**src/rtl/bounding_box_transform_defines.svh**
```systemverilog
// assertion macros for the bounding box transform block
// used by files that check their own logic, needs clk and rst_n in scope
`ifndef BOUNDING_BOX_TRANSFORM_DEFINES_SVH
`define BOUNDING_BOX_TRANSFORM_DEFINES_SVH
`ifndef SYNTHESIS
`define BBT_ASSERT(lbl, prop, msg) \
  lbl: assert property (@(posedge clk) disable iff (!rst_n) prop) else $error(msg);
`define BBT_ASSERT_ALWAYS(lbl, prop, msg) \
  lbl: assert property (@(posedge clk) prop) else $error(msg);
`else
`define BBT_ASSERT(lbl, prop, msg)
`define BBT_ASSERT_ALWAYS(lbl, prop, msg)
`endif
`endif

```
**src/rtl/bbt_pkg.sv**
```systemverilog
// shared types, constants and helpers for the bounding box transform
// no dependencies
`default_nettype none
package bbt_pkg;
  localparam int FRAC_BITS = 16;
  localparam int TERM_W = 64 - FRAC_BITS;
  localparam int ACC_W = TERM_W + 2;

  localparam logic [1:0] FUNC_WRITE = 2'd0;
  localparam logic [1:0] FUNC_POINT = 2'd1;
  localparam logic [1:0] FUNC_BOX = 2'd2;
  localparam logic [1:0] FUNC_NONE = 2'd3;

  localparam logic [1:0] LAST_COL = 2'd2;
  localparam logic [1:0] LAST_BOX_ROW = 2'd2;
  localparam logic [1:0] LAST_PNT_ROW = 2'd3;
  localparam logic [2:0] LAST_TGT = 3'd5;
  localparam logic [2:0] FIRST_HI_TGT = 3'd3;
  localparam logic [4:0] LAST_BIT = 5'd31;

  typedef struct packed {
    logic [1:0] func;
    logic [3:0] elem_index;
    logic signed [31:0] elem_value;
    logic signed [31:0] lo_x;
    logic signed [31:0] lo_y;
    logic signed [31:0] lo_z;
    logic signed [31:0] hi_x;
    logic signed [31:0] hi_y;
    logic signed [31:0] hi_z;
  } in_t;

  typedef struct packed {
    logic signed [31:0] res_lo_x;
    logic signed [31:0] res_lo_y;
    logic signed [31:0] res_lo_z;
    logic signed [31:0] res_hi_x;
    logic signed [31:0] res_hi_y;
    logic signed [31:0] res_hi_z;
    logic signed [31:0] res_w;
    logic zero_divisor;
  } out_t;

  typedef enum logic [2:0] {
    ST_IDLE,
    ST_MUL,
    ST_DRAIN,
    ST_DIV_INIT,
    ST_DIV_STEP,
    ST_DIV_STORE,
    ST_FIN,
    ST_OUT
  } state_t;

  typedef struct packed {
    logic load;
    logic mul;
    logic [1:0] row;
    logic [1:0] col;
    logic side;
    logic div_init;
    logic div_step;
    logic div_store;
    logic [2:0] tgt;
    logic fin;
  } cmd_t;

  typedef struct packed {
    logic w_zero;
  } status_t;

  function automatic logic signed [31:0] sat32(input logic signed [ACC_W-1:0] v);
    logic signed [31:0] r;
    if (v > ACC_W'(signed'(32'sh7fffffff))) r = 32'sh7fffffff;
    else if (v < ACC_W'(signed'(32'sh80000000))) r = 32'sh80000000;
    else r = v[31:0];
    return r;
  endfunction
endpackage
`default_nettype wire

```
**src/rtl/bbt_ctrl.sv**
```systemverilog
// sequencing state machine for the bounding box transform
// depends on bbt_pkg and bounding_box_transform_defines.svh
`include "bounding_box_transform_defines.svh"
`default_nettype none
module bbt_ctrl (
  input  wire logic clk,
  input  wire logic rst_n,
  input  wire logic in_valid,
  output logic in_ready,
  input  wire logic [1:0] in_func,
  output logic out_valid,
  input  wire logic out_ready,
  input  wire bbt_pkg::status_t status,
  output bbt_pkg::cmd_t cmd
);
  bbt_pkg::state_t state_r, state_nxt;
  logic box_r, box_nxt;
  logic [1:0] row_r, row_nxt, col_r, col_nxt;
  logic side_r, side_nxt;
  logic [2:0] tgt_r, tgt_nxt;
  logic [4:0] bit_r, bit_nxt;

  always_ff @(posedge clk) begin
    if (!rst_n) begin
      state_r <= bbt_pkg::ST_IDLE;
      box_r <= 1'b0;
      row_r <= '0;
      col_r <= '0;
      side_r <= 1'b0;
      tgt_r <= '0;
      bit_r <= '0;
    end else begin
      state_r <= state_nxt;
      box_r <= box_nxt;
      row_r <= row_nxt;
      col_r <= col_nxt;
      side_r <= side_nxt;
      tgt_r <= tgt_nxt;
      bit_r <= bit_nxt;
    end
  end

  always_comb begin
    state_nxt = state_r;
    box_nxt = box_r;
    row_nxt = row_r;
    col_nxt = col_r;
    side_nxt = side_r;
    tgt_nxt = tgt_r;
    bit_nxt = bit_r;
    case (state_r)
      bbt_pkg::ST_IDLE: begin
        if (in_valid) begin
          box_nxt = (in_func == bbt_pkg::FUNC_BOX);
          row_nxt = '0;
          col_nxt = '0;
          side_nxt = 1'b0;
          tgt_nxt = '0;
          if (in_func == bbt_pkg::FUNC_POINT) state_nxt = bbt_pkg::ST_MUL;
          else if (in_func == bbt_pkg::FUNC_BOX && !status.w_zero)
            state_nxt = bbt_pkg::ST_MUL;
          else state_nxt = bbt_pkg::ST_FIN;
        end
      end
      bbt_pkg::ST_MUL: begin
        if (box_r && !side_r) begin
          side_nxt = 1'b1;
        end else begin
          side_nxt = 1'b0;
          if (col_r == bbt_pkg::LAST_COL) begin
            col_nxt = '0;
            row_nxt = row_r + 2'd1;
            if ((box_r && row_r == bbt_pkg::LAST_BOX_ROW) ||
                (!box_r && row_r == bbt_pkg::LAST_PNT_ROW))
              state_nxt = bbt_pkg::ST_DRAIN;
          end else begin
            col_nxt = col_r + 2'd1;
          end
        end
      end
      bbt_pkg::ST_DRAIN: begin
        state_nxt = box_r ? bbt_pkg::ST_DIV_INIT : bbt_pkg::ST_FIN;
      end
      bbt_pkg::ST_DIV_INIT: begin
        bit_nxt = '0;
        state_nxt = bbt_pkg::ST_DIV_STEP;
      end
      bbt_pkg::ST_DIV_STEP: begin
        bit_nxt = bit_r + 5'd1;
        if (bit_r == bbt_pkg::LAST_BIT) state_nxt = bbt_pkg::ST_DIV_STORE;
      end
      bbt_pkg::ST_DIV_STORE: begin
        if (tgt_r == bbt_pkg::LAST_TGT) begin
          state_nxt = bbt_pkg::ST_FIN;
        end else begin
          tgt_nxt = tgt_r + 3'd1;
          state_nxt = bbt_pkg::ST_DIV_INIT;
        end
      end
      bbt_pkg::ST_FIN: begin
        state_nxt = bbt_pkg::ST_OUT;
      end
      bbt_pkg::ST_OUT: begin
        if (out_ready) state_nxt = bbt_pkg::ST_IDLE;
      end
      default: begin
        state_nxt = bbt_pkg::ST_IDLE;
      end
    endcase
  end

  always_comb begin
    cmd = '0;
    cmd.row = row_r;
    cmd.col = col_r;
    cmd.side = side_r;
    cmd.tgt = tgt_r;
    in_ready = 1'b0;
    out_valid = 1'b0;
    case (state_r)
      bbt_pkg::ST_IDLE: begin
        in_ready = 1'b1;
        cmd.load = in_valid;
      end
      bbt_pkg::ST_MUL: cmd.mul = 1'b1;
      bbt_pkg::ST_DIV_INIT: cmd.div_init = 1'b1;
      bbt_pkg::ST_DIV_STEP: cmd.div_step = 1'b1;
      bbt_pkg::ST_DIV_STORE: cmd.div_store = 1'b1;
      bbt_pkg::ST_FIN: cmd.fin = 1'b1;
      bbt_pkg::ST_OUT: out_valid = 1'b1;
      default: begin
        in_ready = 1'b0;
      end
    endcase
  end

  `BBT_ASSERT(a_no_overlap, !(in_ready && out_valid), "request taken while result pending")
  `BBT_ASSERT(a_load_on_accept, cmd.load |-> (in_valid && in_ready), "load without request")
  `BBT_ASSERT_ALWAYS(a_reset_idle, $past(!rst_n) |-> (state_r == bbt_pkg::ST_IDLE),
    "not idle after reset")
  `BBT_ASSERT(a_fin_then_out, cmd.fin |=> out_valid, "finish did not present result")
endmodule
`default_nettype wire

```
**config.mk**
```make
export PLATFORM = sky130hd
export DESIGN_NAME = bbt_ctrl
export DESIGN_NICKNAME = d
export VERILOG_FILES = /design/src/rtl/bbt_pkg.sv /design/src/rtl/bbt_ctrl.sv
export VERILOG_INCLUDE_DIRS = /design/src /design/src/rtl
export SDC_FILE = /design/constraint.sdc
export NUM_CORES = 1
export LEC_CHECK = 0
export BUFFER_PORTS_ARGS = -buffer_cell sky130_fd_sc_hd__buf_2
export CAP_MARGIN = 10
export CORE_UTILIZATION = 49
export DETAILED_ROUTE_END_ITERATION = 7
export PLACE_DENSITY = 0.79
export SLEW_MARGIN = 20
export SYNTH_ARGS = -nofsm -noshare
export SYNTH_HDL_FRONTEND = slang
export SYNTH_SLANG_ARGS = --single-unit
```
**constraint.sdc**
```tcl
create_clock -name clk -period 2.3 [get_ports clk]
set_input_delay 0.345 -clock clk [delete_from_list [all_inputs] [get_ports clk]]
set_output_delay 0.345 -clock clk [all_outputs]
set_load 0.02 [all_outputs]
```
======== After elaboration in Yosys (flattened, before gate mapping) ========
Cells that the tools add are included.
storage, ports and cells
  register bits after elaboration ......... 17
  input bits .............................. 7
  output and inout port bits .............. 16
  word-level logic and storage cells ...... 83
cells by class
  add/subtract/negate cells ............... 4
  equal/unequal tests ..................... 21
  mux-type cells .......................... 33
  reduce and logical (&&, ||, !) cells .... 18
operator list
  operator               count
  $mux W3                12
  $pmux W3 S8            1
  $eq A3 B3 Y1 const B   5
  $ne A2 B2 Y1 const B   7
  $mux W1                10
  $mux W2                5
  $pmux W5 S2            1
  $eq A2 B2 Y1 const B   4
  $pmux W2 S2            2
  $eq A3 B2 Y1 const B   2
  $pmux W3 S2            1
  $reduce_and A3 Y1      2
  $reduce_and A6 Y1      1
  $reduce_bool A2 Y1     3
  $add A5 B1 Y5 const B  1
  $eq A5 B5 Y1 const B   1
  $add A2 B1 Y2 const B  2
  $logic_and A1 B1 Y1    4
  $reduce_and A2 Y1      2
  $reduce_and A4 Y1      1
  $add A3 B1 Y3 const B  1
  $eq A3 B1 Y1 const B   1
  $logic_not A1 Y1       3
  $logic_not A3 Y1       1
  other kinds (3)        3

======== Depth between registers and ports, before layout ========
Gate-level depths: netlist (run 1).
  depth after elaboration ................. 7
  depth in mapped cells ................... 7
  depth with buffers taken out ............ 7

======== Least setup slack after synthesis (run 1) ========
Ideal clock, no wire load.
  path type ............................... flip-flop to flip-flop
  start ................................... register bit_r[0]
  end ..................................... register state_r[0]
  setup time .............................. 70 ps
  arrival ................................. 1694 ps
  slack ................................... 536 ps
  cell stages (with the launch flop) ...... 8
  path buffers ............................ 0
  clock period less this slack ............ 1764 ps
  path through ............................ dfxtp_1 ha_1 and3_1 ha_1 a2111oi_2 a221oi_4 nand2b_1 a21oi_1
between the ends
  cells in the longest elaborated chain, start to end .. 3
ends and longest elaborated chain
  what                                RTL line        RTL
  from (decl)                         bbt_ctrl.sv:21  logic [4:0] bit_r, bit_nxt;
  from (signal assigned)              bbt_ctrl.sv:39  bit_r <= bit_nxt;
  $eq A5 B5 Y1                        bbt_ctrl.sv:90  if (bit_r == bbt_pkg::LAST_BIT) state_nxt = bbt_pkg::ST_DIV_STORE;
  $ne A2 B2 Y1 (no source line)       n/a
  $reduce_and A6 Y1 (no source line)  n/a
  to (signal assigned)                bbt_ctrl.sv:25  state_r <= bbt_pkg::ST_IDLE;
  to (signal assigned)                bbt_ctrl.sv:33  state_r <= state_nxt;
  to (decl)                           bbt_ctrl.sv:16  bbt_pkg::state_t state_r, state_nxt;
Every way passes these cells.
A chain may end at the register's enable or synchronous reset.

==> results of run 1 <==
worst register-to-register path, cell delays in order (launching register included):
cell	delay (ns)
dfxtp_1	0.36
ha_1	0.24
and3_1	0.19
ha_1	0.18
a2111oi_2	0.45
a221oi_4	0.09
nand2b_1	0.16
a21oi_1	0.12
path summary, 6_finish.rpt:
path               from         end  slack, ns
max          state_r[2]      cmd[5]       0.37
min               rst_n    tgt_r[0]       0.35
max reg2reg    bit_r[0]  state_r[0]       0.44
min reg2reg    bit_r[3]    bit_r[3]       0.49
layout make-up:
cell class | instances | share of cell area, %
flip-flops and latches | 17 | 30.0
repair buffers | 23 | 10.4
clock buffers | 4 | 2.32
inverters | 8 | 2.65
multi-input cells | 88 | 51.9
well taps | 25 | 2.76
placed cells by master (no fill, tap or decap), types with 3 or more instances in the layout:
cell	n
nand2b_1	4
clkbuf_4	3
a21oi_1	8
dfxtp_1	17
inv_1	8
nor2_1	17
nand3_1	6
buf_2	22
nand2_1	10
a22oi_1	3
o21ai_0	3
ha_1	6
cells by family (layout without fill, tap and decap cells):
kind of cell,count (synthesis),count (layout)
buffers and inverters,13,35
AND/OR/NAND/NOR,53,53
adder cells (fa/ha/maj),6,6
XOR/XNOR,2,2
AO/OA/AOI/OAI,25,25
multiplexers,2,2
flip-flops,17,17
report_power, final:
group	internal, µW	total [µW]	switching [µW]
registers	334	415	81.0
clock network	67.2	155	87.9
logic	176	437	261
total	578	1010	430
per-layer routing:
layer | vias up | track usage [%]
li1 | 457 | -
met5 | - | 0
met3 | 2 | 3.46
met4 | 0 | 11.4
met2 | 17 | 31.7
met1 | 406 | 24.0
stage by stage:
step                hold WS [ns]  instances  total power, µW
floorplan                  0.431        118              754
global placement           0.469        161              845
detailed placement         0.460        161              863
CTS                        0.339        165             1020
global route               0.341        165             1090
finish                     0.346        165             1010
flip-flops by register name, indices dropped and copies added, names as in the netlist:
signal / count
col_r: 2
row_r: 2
state_r: 3
tgt_r: 3
box_r: 1
side_r: 1
bit_r: 5
==> reports/qor.txt, run 1 <==
Largest net degree at the start of global routing -> 15
Routed wire per std cell -> 11.7 µm
Peak supply drop -> 0.000444 V
Setup CP Type -> reg2out
Dominant cell type by area after synthesis -> dfxtp_1
Family with the most delay on the worst path -> flip-flops
Worst-margin pin slew -> 0.520 ns
Placer Congestion -> 0.759
Syn_nets -> 131
Post-synth top area share -> 34.5%
Combinational family with the most area after synthesis -> simple AND/OR/NAND/NOR gates
Multiplexer area fraction after synthesis -> 2.03%
Post-synthesis sequential area ratio -> 34.5%
Post-Synth XOR/XNOR Area -> 1.78%
Vias/cell -> 5.35
Initial antenna violation count -> 0
Post-layout nets -> 154
Crit-path max FO -> 14
# resized after CTS -> 0
CP Launch Type -> flop
Crit-path cells -> nor3b_4 > buf_2
Core ar. -> 1800 µm²
CTS tree -> built
Rel. slew slack -> 65.3%
Post-Synth Adder-Cell Area -> 7.61%
Vias in the first global route -> 747
Crit path DAT -> 1.58 ns
Count of cell types in the netlist -> 39
Clk_lat worst skew -> 0.28 ns
Dpl cell area -> 1110 µm²
CTS Buf Count -> 3
Total congestion overflow -> 0
Vert. Die Dim -> 46.9 µm
Warnings from Yosys -> 0
Max layer used -> met4
Root buffer cell -> clkbuf_4
Crit-path slowest cell -> dfxtp_1
Fin crit period -> 1.93 ns
Post-DP HPWL -> 1.43 mm
I/O pin cnt -> 23
1st-iter DRT viols -> 18
Max Cap Violations -> 0
H-tree depth -> 1
Post-synth top flop -> dfxtp_1
Met1 WL -> 885 µm
Finish-stage setup viols -> 0
Layout area overhead -> 15.1%
Hold depth -> 3
Final core occ -> 63.0%
Main area contributors after synthesis -> dfxtp_1 (35%), ha_1 (7.6%), nor2_1 (6.5%)
Max Slew Vio Count -> 0
FFs w/ async S/R, synth -> 0%
Die footprint -> 2200 µm²
Endpoint type of the worst setup path -> output pin
Top cells by count, synth -> dfxtp_1 (17), nor2_1 (17), nand2_1 (10)
First-pass GRT wire length -> 3.01 mm
Area of the mapped netlist -> 986 µm²
CP max stage delay -> 0.63 ns
# diodes -> 0
Share of layout cells above drive strength 1 -> 24.3%
Global Route Usage Sum -> 19.5%
Simple-gate share of the synthesized area -> 29.1%
Final worst clock skew -> 0.00242 ns
RSZ-0062 raised after global routing -> no
# rows -> 15
Cells after Synth -> 118
IO buf count -> 22
FF/Latch Area -> 340 µm²
Detailed Routing Iterations Pass 1 -> 4
Setup_tns -> 0 ns
Post-Route WL -> 1.92 mm
Pwr Density -> 888 nW/µm²
Routed via count -> 882
Met2 wire length -> 962 µm
Final cycle utilization of the critical path -> 83.7%
Met3 Routed Length -> 59 µm
R2r worst-path depth -> 7
Final hold vios -> 0
Number of flops mapped to enable cells by yosys -> 0
P_leak -> 0.000499 µW
Die X -> 46.9 µm
Fill cell count -> 171
DRC -> 0
CTS Sinks -> 17
Final instance area -> 1130 µm²
Clock Tree Buf Depth -> 2
Min-delay worst type -> in2reg
Worst Path Buf+Inv -> 1
Critical Path RT -> 1.96 ns
Pre-CTS setup slack -> 0.453 ns
Multi-input gate area -> 589 µm²
Levels on crit path -> 2
Final ANT Viol Nets -> 0
Initial Util -> 54.7%
Number of hold buffers added after CTS -> 0
Max Fclk -> 519 MHz
#FFs+latches synth -> 17
Post-CTS Setup Inserts -> 0
Outcome -> finished clean
CTS clock-pin slew for the worst setup and hold paths -> 0.09 ns
Post-synthesis compound-gate area fraction -> 19.3%
Final Worst Setup Slack -> 0.374 ns
Avg Cell Area, Syn -> 8.36 µm²
No activity file was read; power rests on OpenSTA's default activity.
==> run 2, diff against run 1 <==
==> constraint.sdc (replaced) <==
create_clock -name clk -period 1.79 [get_ports clk]
set_input_delay 0.2685 -clock clk [delete_from_list [all_inputs] [get_ports clk]]
set_output_delay 0.2685 -clock clk [all_outputs]
set_load 0.02 [all_outputs]
==> run 2 against run 1 <==
Compared with the run above: die area unchanged; flip-flop and latch count unchanged; largest cell class unchanged; clock power increased by 33%; total power increased by 44%; register-to-register slack got worse by 0.37 ns.
==> reports/qor.txt, run 2 (synthesized netlist as in run 1, its figures left out) <==
Most common cell after layout, fill and taps aside -> buf_2
Most frequent cells in the layout -> buf_2 (22), nor2_1 (17), dfxtp_1 (13), nand2_1 (9)
Max Slew Vio Count -> 0
Vias in the first global route -> 819
Core ar. -> 1800 µm²
Vert. Die Dim -> 46.9 µm
Max Cap Violations -> 0
Post-layout nets -> 161
Max layer used -> met4
Max Fclk -> 580 MHz
Dpl cell area -> 1150 µm²
Share of layout cells above drive strength 1 -> 36.1%
Final worst clock skew -> 0.00416 ns
Crit-path slowest cell -> dfxtp_2
Final hold vios -> 0
Critical Path RT -> 1.52 ns
Met1 WL -> 952 µm
Routed wire per std cell -> 12.1 µm
Root buffer cell -> clkbuf_4
Final cycle utilization of the critical path -> 96.3%
CTS Sinks -> 17
Worst-margin pin slew -> 0.451 ns
IO buf count -> 22
CP max stage delay -> 0.40 ns
First-pass GRT wire length -> 3.33 mm
Min-delay worst type -> in2reg
Biggest register -> bit_r
RSZ-0062 raised after global routing -> yes
H-tree depth -> 1
CTS Buf Count -> 3
Number of hold buffers added after CTS -> 0
Fill cell count -> 151
Initial Util -> 54.7%
# diodes -> 0
Total congestion overflow -> 0
Final Power -> 1450 µW
Largest net degree at the start of global routing -> 15
I/O pin cnt -> 23
Initial antenna violation count -> 0
Vias/cell -> 5.34
Post-Place Cells -> 166
Crit-path cells -> buf_4 > nor3b_4 > buf_2
Clk_lat worst skew -> 0.29 ns
Post-DP HPWL -> 1.48 mm
P_leak -> 0.000544 µW
Global Route Usage Sum -> 21.2%
Outcome -> finished clean
Met3 Routed Length -> 73 µm
Setup_tns -> 0 ns
Clock Tree Buf Depth -> 2
# rows -> 15
Detailed Routing Iterations Pass 1 -> 5
Fin crit period -> 1.72 ns
Die footprint -> 2200 µm²
Die X -> 46.9 µm
Largest register FFs -> 5
Placer Congestion -> 0.742
Met2 wire length -> 1.04 mm
Rel. slew slack -> 69.9%
Final instance area -> 1270 µm²
Setup CP Type -> reg2out
Routed via count -> 919
CTS clock-pin slew for the worst setup and hold paths -> 0.09 ns
Layout area overhead -> 28.6%
DRC -> 0
Crit path DAT -> 1.45 ns
Endpoint type of the worst setup path -> output pin
Fin cells -> 172
CTS tree -> built
Peak supply drop -> 0.000685 V
Pwr Density -> 1140 nW/µm²
Post-Route WL -> 2.09 mm
Crit-path max FO -> 11
1st-iter DRT viols -> 20
Final ANT Viol Nets -> 0
CP Launch Type -> flop
Top Registers -> bit_r: 5 flops, state_r: 3 flops, tgt_r: 3 flops
Finish-stage setup viols -> 0
-- run 2: cell count changes in the layout (fill, tap and decap cells not counted), moves of 2 or more --
cell and delta:
dfxtp_1 -4, ha_1 -3, ha_4 +2, dfxtp_2 +2, buf_4 +7, dfxtp_4 +2
-- run 2: layout make-up --
cell class	instances	area (µm²)	area share (%)
Sequential cell	17	350	27.6
Timing Repair Buffer	30	170	13.4
Multi-Input combinational cell	88	657	51.8
Tap cell	25	31.3	2.47
Inverter	8	32.5	2.57
Clock buffer	4	26.3	2.07
-- run 2: metrics by stage --
stage	setup WS, ns	hold slack (ns)	util (%)
after CTS	0.00267	0.257	66.3
final	0.0667	0.259	70.3
after detailed placement	-0.00874	0.461	63.6
after global placement	0.0344	0.459	63.6
after floorplan	0.0258	0.431	-
after global routing	-0.0358	0.254	70.3
-- run 2: metal layers --
metal / up-vias / track usage (%)
met5: - / 0
met4: 0 / 6.86
met3: 4 / 3.46
met2: 22 / 37.2
met1: 425 / 26.3
li1: 468 / -
-- run 2: final timing paths --
path                    from    endpoint  depth (start not counted)  slack [ns]
hold / removal         rst_n    tgt_r[0]                          3        0.26
setup / recovery  state_r[0]      cmd[5]                          3        0.07
hold reg to reg     bit_r[3]    bit_r[3]                          1        0.47
setup reg to reg    row_r[0]  state_r[2]                          7        0.07
-- run 2: critical path, delay by kind of cell (launching register included) --
family                 cells  cell delay, ns
AND/OR/NAND/NOR            1            0.34
buffers and inverters      2            0.43
flip-flops                 1            0.40
-- run 2: power by group --
part           switching [µW]  internal (µW)  leakage, µW
clock network             119           86.7    0.0000150
registers                80.1            430     0.000140
logic                     421            311     0.000389
total                     620            828     0.000544
-- run 2: repair_timing --
item	4_1_cts	5_1_grt
gates resized for setup	4	15
setup buffers	0	2
gates cloned	0	0
pin swaps	4	4
endpoints found under the setup margin	4	5
==> run 3, diff against run 2 <==
--- a/config.mk
+++ b/config.mk
@@ -6,11 +6,12 @@
 export SDC_FILE = /design/constraint.sdc
 export NUM_CORES = 1
 export LEC_CHECK = 0
+export ABC_AREA = 1
 export BUFFER_PORTS_ARGS = -buffer_cell sky130_fd_sc_hd__buf_2
 export CAP_MARGIN = 10
 export CORE_UTILIZATION = 49
 export DETAILED_ROUTE_END_ITERATION = 7
-export PLACE_DENSITY = 0.79
+export PLACE_DENSITY = 0.78
 export SLEW_MARGIN = 20
 export SYNTH_ARGS = -nofsm -noshare
 export SYNTH_HDL_FRONTEND = slang
==> run 3 against run 2 <==
Compared with the run above: flip-flop and latch count did not move; core utilization fell by 8.8 points; sequential share of layout area fell by 0.38 points; total power rose by 30%; fmax rose by 2.7%; synthesized area rose by 13%; critical path depth rose by 3; sequential power rose by 20%; final cell count rose by 26%; first-iteration DRC count rose by 15%; synthesized cell count rose by 42%; global-route usage rose by 0.067 points.
==> reports/qor.txt, run 3 <==
Post-synth top area share -> 30.5%
Top Registers -> bit_r: 5 flops, state_r: 3 flops, tgt_r: 3 flops
Total congestion overflow -> 0
Post-CTS Setup Inserts -> 0
Sw frac -> 51.7%
1st-iter DRT viols -> 23
Post-Place Cells -> 212
CTS tree -> built
Final hold vios -> 0
Outcome -> finished clean
Post-layout nets -> 203
Reg power frac -> 32.5%
Final instance area -> 1260 µm²
Routed via count -> 1,082
FF-to-FF End -> state_r[0]
Initial Util -> 54.7%
FF/Latch Area -> 343 µm²
Sw Pwr -> 972 µW
Critical Path RT -> 1.52 ns
Post-synthesis sequential area ratio -> 30.5%
Count of cell types in the netlist -> 29
Cells after Synth -> 167
Core ar. -> 2040 µm²
Root buffer cell -> clkbuf_4
Top cells by count, synth -> nand2_1 (34), nor2_1 (25), dfxtp_1 (17), inv_1 (17), a21oi_1 (11)
Clock Tree Buf Depth -> 2
Post-Synth Adder-Cell Area -> 6.72%
Biggest register -> bit_r
Post-DP HPWL -> 1.84 mm
Area of the mapped netlist -> 1120 µm²
Die footprint -> 2480 µm²
Pwr Density -> 1490 nW/µm²
Syn_nets -> 180
Count leader, synth -> nand2_1
Layout area overhead -> 12.5%
Met2 Use GR -> 30.9%
# rows -> 16
Peak supply drop -> 0.000943 V
Most common cell after layout, fill and taps aside -> nand2_1
DRC -> 0
Simple-gate share of the synthesized area -> 39.4%
Share of layout cells above drive strength 1 -> 28.6%
Worst r2r src -> bit_r[0]
Final worst clock skew -> 0.0120 ns
IO buf count -> 22
R2r worst-path depth -> 11
Clk_lat worst skew -> 0.31 ns
RSZ-0062 raised after global routing -> no
Crit-path max FO -> 8
Initial antenna violation count -> 0
Combinational power share -> 56.1%
Most frequent cells in the layout -> nand2_1 (34), nor2_1 (25), buf_2 (22), inv_1 (17), dfxtp_1 (15)
Met3 Use GR -> 4.94%
#FFs+latches synth -> 17
P_leak -> 0.000645 µW
Fin cells -> 216
Largest register FFs -> 5
Fin crit period -> 1.68 ns
FFs w/ async S/R, synth -> 0%
Max Cap Violations -> 0
Setup CP Type -> reg2out
Max Fclk -> 596 MHz
Hold path startpoint -> in_func[1]
CP Launch Type -> flop
Post-Route WL -> 2.39 mm
Part of the power in the clock network -> 11.5%
Placer Congestion -> 0.817
CTS Buf Count -> 3
Setup_tns -> 0 ns
Largest net degree at the start of global routing -> 12
Vias in the first global route -> 907
H-tree depth -> 1
Finish-stage setup viols -> 0
Fill cell count -> 216
CTS Sinks -> 17
Min-delay worst type -> in2reg
Main area contributors after synthesis -> dfxtp_1 (30%), nand2_1 (11%), nor2_1 (8.4%)
Vert. Die Dim -> 49.8 µm
Die X -> 49.8 µm
Multiplexer area fraction after synthesis -> 0%
Detailed Routing Iterations Pass 1 -> 4
Warnings from Yosys -> 0
Dpl cell area -> 1220 µm²
Routed wire per std cell -> 11.1 µm
I/O pin cnt -> 23
Final core occ -> 61.6%
Number of flops mapped to enable cells by yosys -> 0
Max Slew Vio Count -> 0
Rel. slew slack -> 76.4%
Post-synth top flop -> dfxtp_1
Combinational family with the most area after synthesis -> simple AND/OR/NAND/NOR gates
Worst-margin pin slew -> 0.353 ns
Final ANT Viol Nets -> 0
# diodes -> 0
Avg Cell Area, Syn -> 6.69 µm²
Vias/cell -> 5.01
Final cycle utilization of the critical path -> 93.8%
Dominant cell type by area after synthesis -> dfxtp_1
Hold depth -> 3
CTS clock-pin slew for the worst setup and hold paths -> 0.09 ns
First-pass GRT wire length -> 3.95 mm
GRT busiest layer -> met2
R2R Setup Slk -> 0.21 ns
Global Route Usage Sum -> 21.3%
Multi-input gate area -> 639 µm²
Met1 global-route usage -> 28.8%
Post-synthesis compound-gate area fraction -> 10.6%
Pint -> 907 µW
Crit path DAT -> 1.41 ns
Endpoint type of the worst setup path -> output pin
Post-Synth XOR/XNOR Area -> 0%
Hold EP -> box_r
run 3: cell count changes in the layout (fill, tap and decap cells not counted), sizes merged, moves of 4 or more:
cell | before | now
nor2 | 17 | 31
nand2 | 10 | 42
nand2b | 5 | 0
inv | 8 | 24
nand3 | 6 | 11
buf | 30 | 22
o21ai | 4 | 8
run 3: power groups by stage:
stage	sequential (µW)	clock (µW)	combinational, µW
2_1_floorplan	617	0	815
3_3_place_gp	592	0	1020
3_5_place_dp	602	0	1040
4_1_cts	593	218	1050
5_1_grt	627	242	1190
6_report	610	216	1050
run 3: critical path, stage by stage (launching register included):
cell,delay (ns)
dfxtp_1,0.54
nor2_4,0.07
nand2_2,0.13
inv_2,0.07
nand2_4,0.10
inv_2,0.05
buf_2,0.15
run 3: kinds of logic (layout without fill, tap and decap cells):
| group | after synthesis | after routing |
|---|---|---|
| fa+ha+maj | 6 | 6 |
| buf+inv | 30 | 52 |
| compound gates | 22 | 22 |
| simple gates | 92 | 92 |
| flops | 17 | 17 |
run 3: through the flow:
step | setup WS [ns] | power, µW | hold slack, ns
2_1_floorplan | 0.409 | 1430 | 0.422
3_3_place_gp | 0.359 | 1610 | 0.457
3_5_place_dp | 0.262 | 1640 | 0.469
4_1_cts | 0.0277 | 1860 | 0.245
5_1_grt | 0.0232 | 2060 | 0.240
6_report | 0.112 | 1880 | 0.246
run 3: worst max path at each step:
stage                    start    endpoint  slack (ns)  depth (start not counted)
detailed placement    bit_r[0]  state_r[0]        0.26                         11
floorplan             bit_r[0]  state_r[0]        0.41                         11
global route          bit_r[0]  state_r[0]        0.02                         11
CTS                 state_r[0]     cmd[13]        0.03                          6
finish              state_r[1]     cmd[13]        0.11                          6
global placement      bit_r[0]  state_r[0]        0.36                         11
run 3: area by class of cell:
type | count | share of cell area (%)
Inverter | 26 | 8.26
Multi-Input combinational cell | 120 | 50.8
Sequential cell | 17 | 27.3
Timing Repair Buffer | 22 | 8.76
Clock buffer | 3 | 1.79
Clock inverter | 1 | 0.398
Tap cell | 27 | 2.69
run 3: timing repair:
| action | CTS | global route |
|---|---|---|
| resized for setup | 0 | 4 |
| hold buffers | 0 | 0 |
| hold endpoints to repair | 0 | 0 |
| endpoints found under the setup margin | 0 | 1 |
run 3: routing by layer:
layer	part of all wire (%)	routed length, µm	vias up
met5	0	0	-
met4	2.1	51	0
li1	-	-	570
met2	44	1060	32
met1	48	1150	474
met3	5.4	129	6
